## config.mk

```make
export PLATFORM = sky130hd
export DESIGN_NAME = encoder_button_event_decoder
export DESIGN_NICKNAME = d
export VERILOG_FILES = /design/src/ebd_pkg.sv /design/src/ebd_button.sv /design/src/encoder_button_event_decoder.sv
export SDC_FILE = /design/constraint.sdc
export NUM_CORES = 1
export LEC_CHECK = 0
export BUFFER_PORTS_ARGS = -buffer_cell sky130_fd_sc_hd__buf_4
export CAP_MARGIN = 20
export CORE_MARGIN = 8
export CORE_UTILIZATION = 51
export CTS_BUF_LIST = sky130_fd_sc_hd__clkbuf_4
export CTS_CLUSTER_DIAMETER = 80
export DETAILED_ROUTE_END_ITERATION = 16
export GPL_ROUTABILITY_DRIVEN = 0
export PLACE_DENSITY_LB_ADDON = 0.15
export SLEW_MARGIN = 20
export SYNTH_ARGS = -nofsm -noshare
export SYNTH_HDL_FRONTEND = slang
export SYNTH_SLANG_ARGS = --single-unit
```

## constraint.sdc

```tcl
create_clock -name clk -period 9.65 [get_ports clk]
set_input_delay 2.4125 -clock clk [delete_from_list [all_inputs] [get_ports clk]]
set_output_delay 2.4125 -clock clk [all_outputs]
set_load 0.02 [all_outputs]
```

## src/ebd_pkg.sv

```systemverilog
// shared types and constants for the encoder and button event decoder
// no dependencies
package ebd_pkg;

  localparam int unsigned CFG_DATA_W = 16;
  localparam int unsigned TIME_W     = 32;
  localparam int unsigned COUNT_W    = 16;
  localparam int unsigned NUM_BTN    = 3;

  typedef enum logic [0:0] {
    CFG_DEBOUNCE   = 1'b0,
    CFG_LONG_PRESS = 1'b1
  } cfg_idx_t;

  typedef enum logic [2:0] {
    EV_NONE  = 3'd0,
    EV_CW    = 3'd1,
    EV_CCW   = 3'd2,
    EV_LONG  = 3'd3,
    EV_SHORT = 3'd4,
    EV_BTN1  = 3'd5,
    EV_BTN2  = 3'd6,
    EV_BTN3  = 3'd7
  } event_t;

  localparam logic [COUNT_W-1:0] DETENT_STEP = COUNT_W'(4);
  localparam logic [COUNT_W-1:0] CCW_LIMIT   = COUNT_W'(16'hFFFC);

  typedef struct packed {
    logic press;
    logic lift;
  } btn_status_t;

endpackage

```

## src/ebd_button.sv

```systemverilog
// debounced press and release detection for one active-low button
// depends on ebd_pkg
module ebd_button (
  input  logic                        clk,
  input  logic                        rst_n,
  input  logic                        level,
  input  logic [ebd_pkg::TIME_W-1:0]  now_ms,
  input  logic [ebd_pkg::CFG_DATA_W-1:0] debounce_ms,
  input  logic                        update,
  output ebd_pkg::btn_status_t        status
);
  import ebd_pkg::*;

  logic              held_r;
  logic              held_nxt;
  logic [TIME_W-1:0] edge_time_r;
  logic [TIME_W-1:0] edge_time_nxt;
  logic [TIME_W-1:0] elapsed;
  logic              settled;

  assign elapsed        = now_ms - edge_time_r;
  assign settled        = elapsed > {{(TIME_W-CFG_DATA_W){1'b0}}, debounce_ms};
  assign status.press   = !level && !held_r && settled;
  assign status.lift    = level && held_r && settled;

  always_comb begin
    held_nxt      = held_r;
    edge_time_nxt = edge_time_r;
    if (update && (status.press || status.lift)) begin
      held_nxt      = status.press;
      edge_time_nxt = now_ms;
    end
  end

  always_ff @(posedge clk) begin
    if (!rst_n) begin
      held_r      <= 1'b0;
      edge_time_r <= '0;
    end else begin
      held_r      <= held_nxt;
      edge_time_r <= edge_time_nxt;
    end
  end

endmodule

```

## src/encoder_button_event_decoder.sv

```systemverilog
// top level of the rotary encoder and button event decoder
// depends on ebd_pkg and ebd_button
//
// usage:
//   input channel (in_valid/in_ready) carries one pin sample per transfer:
//   encoder A/B levels, encoder switch and three button levels (active low)
//   and a wrapping millisecond time stamp
//   output channel (out_valid/out_ready) returns exactly one event code per
//   sample: none, cw, ccw, long push, short push or button 1..3
//   the sample is decoded in the cycle it is taken; its event is registered
//   in the output register and shown from the next cycle on
//   throughput is one sample per cycle, limited only by the output register
//   in_ready is high whenever the output register is empty or being drained,
//   so a stalled receiver holds the pending event and back-pressures input
//   after one held result
//   cfg_we writes debounce_ms (index 0) or long_press_ms (index 1) at once
//   synchronous reset: debounce 30 ms, long press 800 ms, counters and
//   button/switch state cleared, previous A level taken as high, output empty
module encoder_button_event_decoder (
  input  logic                              clk,
  input  logic                              rst_n,
  input  logic                              cfg_we,
  input  logic                              cfg_index,
  input  logic [ebd_pkg::CFG_DATA_W-1:0]    cfg_wdata,
  input  logic                              in_valid,
  output logic                              in_ready,
  input  logic                              in_enc_a_level,
  input  logic                              in_enc_b_level,
  input  logic                              in_enc_switch_level,
  input  logic                              in_button_one_level,
  input  logic                              in_button_two_level,
  input  logic                              in_button_three_level,
  input  logic [ebd_pkg::TIME_W-1:0]        in_now_ms,
  output logic                              out_valid,
  input  logic                              out_ready,
  output logic [2:0]                        out_event_code
);
  import ebd_pkg::*;

  logic [CFG_DATA_W-1:0] debounce_r;
  logic [CFG_DATA_W-1:0] long_press_r;

  logic                  prev_a_r,      prev_a_nxt;
  logic [COUNT_W-1:0]    quad_count_r,  quad_count_nxt;
  logic [COUNT_W-1:0]    detent_base_r, detent_base_nxt;
  logic                  sw_held_r,     sw_held_nxt;
  logic [TIME_W-1:0]     sw_time_r,     sw_time_nxt;
  logic                  long_rep_r,    long_rep_nxt;
  logic                  out_valid_r;
  event_t                out_event_r,   out_event_nxt;

  logic                  accept;
  logic [COUNT_W-1:0]    quad_step;
  logic [COUNT_W-1:0]    gap;
  logic                  cw_fire;
  logic                  ccw_fire;
  logic                  detent_fire;
  logic                  sw;
  logic                  sw_press;
  logic                  long_eff;
  logic [TIME_W-1:0]     sw_time_eff;
  logic [TIME_W-1:0]     sw_elapsed;
  logic                  long_fire;
  logic                  sw_release;
  logic                  short_fire;
  logic                  sw_fire;
  logic [NUM_BTN-1:0]    btn_level;
  logic [NUM_BTN-1:0]    btn_update;
  btn_status_t           btn_status [NUM_BTN];

  assign in_ready       = !out_valid_r || out_ready;
  assign accept         = in_valid && in_ready;
  assign out_valid      = out_valid_r;
  assign out_event_code = out_event_r;

  // quadrature count and detent compare
  assign quad_step = (in_enc_a_level == in_enc_b_level) ? quad_count_r + COUNT_W'(1)
                                                        : quad_count_r - COUNT_W'(1);
  assign quad_count_nxt = (accept && in_enc_a_level != prev_a_r) ? quad_step : quad_count_r;
  assign prev_a_nxt     = accept ? in_enc_a_level : prev_a_r;

  assign gap         = quad_count_nxt - detent_base_r;
  assign cw_fire     = !gap[COUNT_W-1] && gap >= DETENT_STEP;
  assign ccw_fire    = gap[COUNT_W-1] && gap <= CCW_LIMIT;
  assign detent_fire = cw_fire || ccw_fire;

  always_comb begin
    detent_base_nxt = detent_base_r;
    if (accept && cw_fire) begin
      detent_base_nxt = detent_base_r + DETENT_STEP;
    end else if (accept && ccw_fire) begin
      detent_base_nxt = detent_base_r - DETENT_STEP;
    end
  end

  // encoder push switch
  assign sw          = !in_enc_switch_level;
  assign sw_press    = sw && !sw_held_r;
  assign long_eff    = sw_press ? 1'b0 : long_rep_r;
  assign sw_time_eff = sw_press ? in_now_ms : sw_time_r;
  assign sw_elapsed  = in_now_ms - sw_time_eff;
  assign long_fire   = sw && !long_eff &&
                       sw_elapsed >= {{(TIME_W-CFG_DATA_W){1'b0}}, long_press_r};
  assign sw_release  = !sw && sw_held_r;
  assign short_fire  = sw_release && !long_rep_r &&
                       sw_elapsed > {{(TIME_W-CFG_DATA_W){1'b0}}, debounce_r};
  assign sw_fire     = long_fire || short_fire;

  always_comb begin
    sw_held_nxt  = sw_held_r;
    sw_time_nxt  = sw_time_r;
    long_rep_nxt = long_rep_r;
    if (accept && !detent_fire) begin
      if (sw_press) begin
        sw_held_nxt = 1'b1;
        sw_time_nxt = in_now_ms;
      end
      if (sw_release) begin
        sw_held_nxt = 1'b0;
      end
      long_rep_nxt = long_eff || long_fire;
    end
  end

  // buttons, earlier press masks later ones
  assign btn_level = {in_button_three_level, in_button_two_level, in_button_one_level};

  always_comb begin
    btn_update[0] = accept && !detent_fire && !sw_fire;
    for (int i = 1; i < NUM_BTN; i++) begin
      btn_update[i] = btn_update[i-1] && !btn_status[i-1].press;
    end
  end

  for (genvar g = 0; g < NUM_BTN; g++) begin : g_btn
    ebd_button u_btn (
      .clk         (clk),
      .rst_n       (rst_n),
      .level       (btn_level[g]),
      .now_ms      (in_now_ms),
      .debounce_ms (debounce_r),
      .update      (btn_update[g]),
      .status      (btn_status[g])
    );
  end

  always_comb begin
    priority if (cw_fire) begin
      out_event_nxt = EV_CW;
    end else if (ccw_fire) begin
      out_event_nxt = EV_CCW;
    end else if (long_fire) begin
      out_event_nxt = EV_LONG;
    end else if (short_fire) begin
      out_event_nxt = EV_SHORT;
    end else if (btn_status[0].press) begin
      out_event_nxt = EV_BTN1;
    end else if (btn_status[1].press) begin
      out_event_nxt = EV_BTN2;
    end else if (btn_status[2].press) begin
      out_event_nxt = EV_BTN3;
    end else begin
      out_event_nxt = EV_NONE;
    end
  end

  always_ff @(posedge clk) begin
    if (!rst_n) begin
      debounce_r   <= CFG_DATA_W'(30);
      long_press_r <= CFG_DATA_W'(800);
    end else if (cfg_we) begin
      unique case (cfg_idx_t'(cfg_index))
        CFG_DEBOUNCE:   debounce_r   <= cfg_wdata;
        CFG_LONG_PRESS: long_press_r <= cfg_wdata;
        default: ;
      endcase
    end
  end

  always_ff @(posedge clk) begin
    if (!rst_n) begin
      prev_a_r      <= 1'b1;
      quad_count_r  <= '0;
      detent_base_r <= '0;
      sw_held_r     <= 1'b0;
      sw_time_r     <= '0;
      long_rep_r    <= 1'b0;
      out_valid_r   <= 1'b0;
    end else begin
      prev_a_r      <= prev_a_nxt;
      quad_count_r  <= quad_count_nxt;
      detent_base_r <= detent_base_nxt;
      sw_held_r     <= sw_held_nxt;
      sw_time_r     <= sw_time_nxt;
      long_rep_r    <= long_rep_nxt;
      if (accept) begin
        out_valid_r <= 1'b1;
      end else if (out_ready) begin
        out_valid_r <= 1'b0;
      end
    end
  end

  always_ff @(posedge clk) begin
    if (accept) begin
      out_event_r <= out_event_nxt;
    end
  end

endmodule

```

==> metrics.txt <==
max-slew violations=0; ys async rst share=0%; Inserted Clock Buffers=17; max incr delay on CP=0.36 ns; 1st-pass router iterations=5; crit path DAT=around 9.6 ns; crit start category=input pin; chip height=212 µm; post-route insts no fill=3092; H-Tree Depth=4; largest net degree at the start of global routing=roughly 100; Most used DFF post-synth=dfxtp_1; Clock transition at path regs=about 0.18 ns; RSZ-0062 raised after global routing=false; WL final=57.0 mm; DRC Markers=0; Post-synth EDFFs=3; Required @ worst endpoint=between 10 and 15 ns; vias in the first global route=17500; Synth area leaders=dfxtp_1, ha_1, mux2i_1, nand2_1, a21oi_1; share of cells above drive strength 1=6.14%; post-route ant nets=0; DR WL/cell=18.4 µm; Final Util=54.2%; min cycle time layout=8.93 ns; Tcrit/Tclk final=92.6%; status=finished, final reports clean; nets=about 2900; sequential area share after synthesis=20.6%; filler cell count=3724; clock buffer depth=2; Root Buffer=clkbuf_4; Final setup viols=0; core area=0.0383 mm²; Net Count, Synth=2871; Iter 0 DRT Violations=1489; FP Rows=72; Die Area=roughly 0.045 mm²; Total GRT Usage=25.0%; Leak=~8.6 nW; CTS tree=built; Setup Crit Path Kind=in -> reg; global route total overflow=0; Critical Path Sink Type=flip-flop; power per cell area=142 mW/mm²; Inst Count DP=between 3000 and 4000; CP dominant cell by count=a21oi_1; skew final=0.0364 ns; top-level I/O count=65; post-CTS setup buffer count=0; Syn. warnings=0; Max-cap violations=0; Area Growth Syn to Fin=5.83%; Mapped Avg Cell Area=~7.7 µm²; Slew @ Worst Pin=0.994 ns; Mapped Cells=2556; first-pass GRT wire length=slightly above 90 mm; initial antenna violation count=1; Cell Area, Synth=0.0196 mm²; clk sinks=200; Vias=18800; crit path max fanout=6; post-synth top area cell=dfxtp_1; Cell variety after synth=93; Post-CTS Hold Buffers=0; die width=212 µm; maximum clock rate=112 MHz; I/O Buffers=64; most instantiated cells after synthesis=nand2_1, ha_1, nor2_1, a21oi_1, dfxtp_1; post-synth top area share=20.1%; via density per instance=~6.1; Initial Util=51.2%; Worst slew margin=33.7%; Hold Vio Cnt, Final=0; clk_lat worst skew=approximately 0.72 ns; Seq cells post-synth=200; VDD IR-drop max=0.0000962 V; # resized after CTS=0; CP max-delay cell=a211oi_1; HP Class=reg -> reg; most frequent cell after synthesis=nand2_1; hpwl dp=44.1 mm
layer usage:
layer  share of wire, %  global-route usage (%)  up-vias
met5                  0                       0        -
met4                2.3                    8.03        0
met3                5.7                    3.35       78
met2                 44                    39.1      544
met1                 48                    35.1     8919
li1                   -                       -     9261
flip-flops by register name, indices dropped and copies added (netlist names):
signal,count
g_btn.u_btn.edge_time_r,96
sw_time_r,32
debounce_r,16
long_press_r,16
quad_count_r,16
detent_base_r,14
g_btn.u_btn.held_r,3
out_event_code,3
long_rep_r,1
out_valid,1
prev_a_r,1
sw_held_r,1
report_power, final:
| part | switching (mW) | internal (mW) | total [mW] |
|---|---|---|---|
| Combinational | 0.905 | 0.656 | 1.56 |
| Clock | 0.339 | 0.133 | 0.472 |
| Sequential | 0.0318 | 0.875 | 0.906 |
| Total | 1.28 | 1.66 | 2.94 |
per-stage QoR:
stage / setup TNS, ns / area [µm²] / total power [mW] / hold WS (ns) / setup WS [ns]
finish: 0 / 20700 / 2.94 / 0.468 / 0.718
global route: 0 / 20700 / 3.17 / 0.486 / 0.00566
CTS: 0 / 20700 / 2.93 / 0.469 / 0.752
detailed placement: -0.0566 / 20500 / 2.45 / 0.447 / -0.0227
global placement: 0 / 20500 / 2.40 / 0.444 / 0.118
floorplan: 0 / 19600 / 2.06 / 0.435 / 0.176
cells by family after synthesis:
family / Yosys count / synth area share, %
compound gates: 713 / 24.1
xor+xnor: 106 / 4.74
fa+ha+maj: 255 / 16.5
buf+inv: 292 / 6.05
flops: 200 / 20.6
mux: 145 / 7.46
simple gates: 845 / 20.5
path summary, 6_finish.rpt:
path	startpoint	end	slack, ns	depth (start not counted)
max reg2reg	quad_count_r[0]	detent_base_r[15]	2.37	36
min reg2reg	g_btn[1].u_btn.edge_time_r[30]	g_btn[1].u_btn.edge_time_r[30]	0.47	2
max	in_enc_a_level	detent_base_r[15]	0.72	38
min	g_btn[1].u_btn.edge_time_r[30]	g_btn[1].u_btn.edge_time_r[30]	0.47	2
worst max-delay path: cells and delay by family:
kind / cells / cell delay (ns)
AOI/OAI and AO/OA: 21 / 3.81
adders and majority gates: 3 / 0.94
buffers and inverters: 2 / 0.33
xor gates and xnor gates: 4 / 0.81
and+or+nand+nor: 8 / 1.28
layout by cell type, fill, tap and decap left out, types with 43 or more instances in the layout:
master,n
a21o_1,58
buf_4,83
inv_1,191
nand2_1,290
mux2i_1,136
ha_1,247
a21oi_1,214
nor3_1,54
a211oi_1,61
xnor2_1,64
dfxtp_1,197
o21ai_0,114
nand4_1,43
nand3_1,47
nor2_1,218
cell type report:
type                            instances  area (µm²)  share of cell area, %
Clock buffer                           17         128                  0.615
Timing Repair Buffer                   85         663                   3.20
Sequential cell                       200        4030                   19.4
Antenna cell                            1        2.50                 0.0121
Multi-Input combinational cell       2064       14400                   69.4
Inverter                              192         723                   3.49
Tap cell                              518         648                   3.13
Clock inverter                         15         140                  0.676
Power figures use the tool's default switching activity.
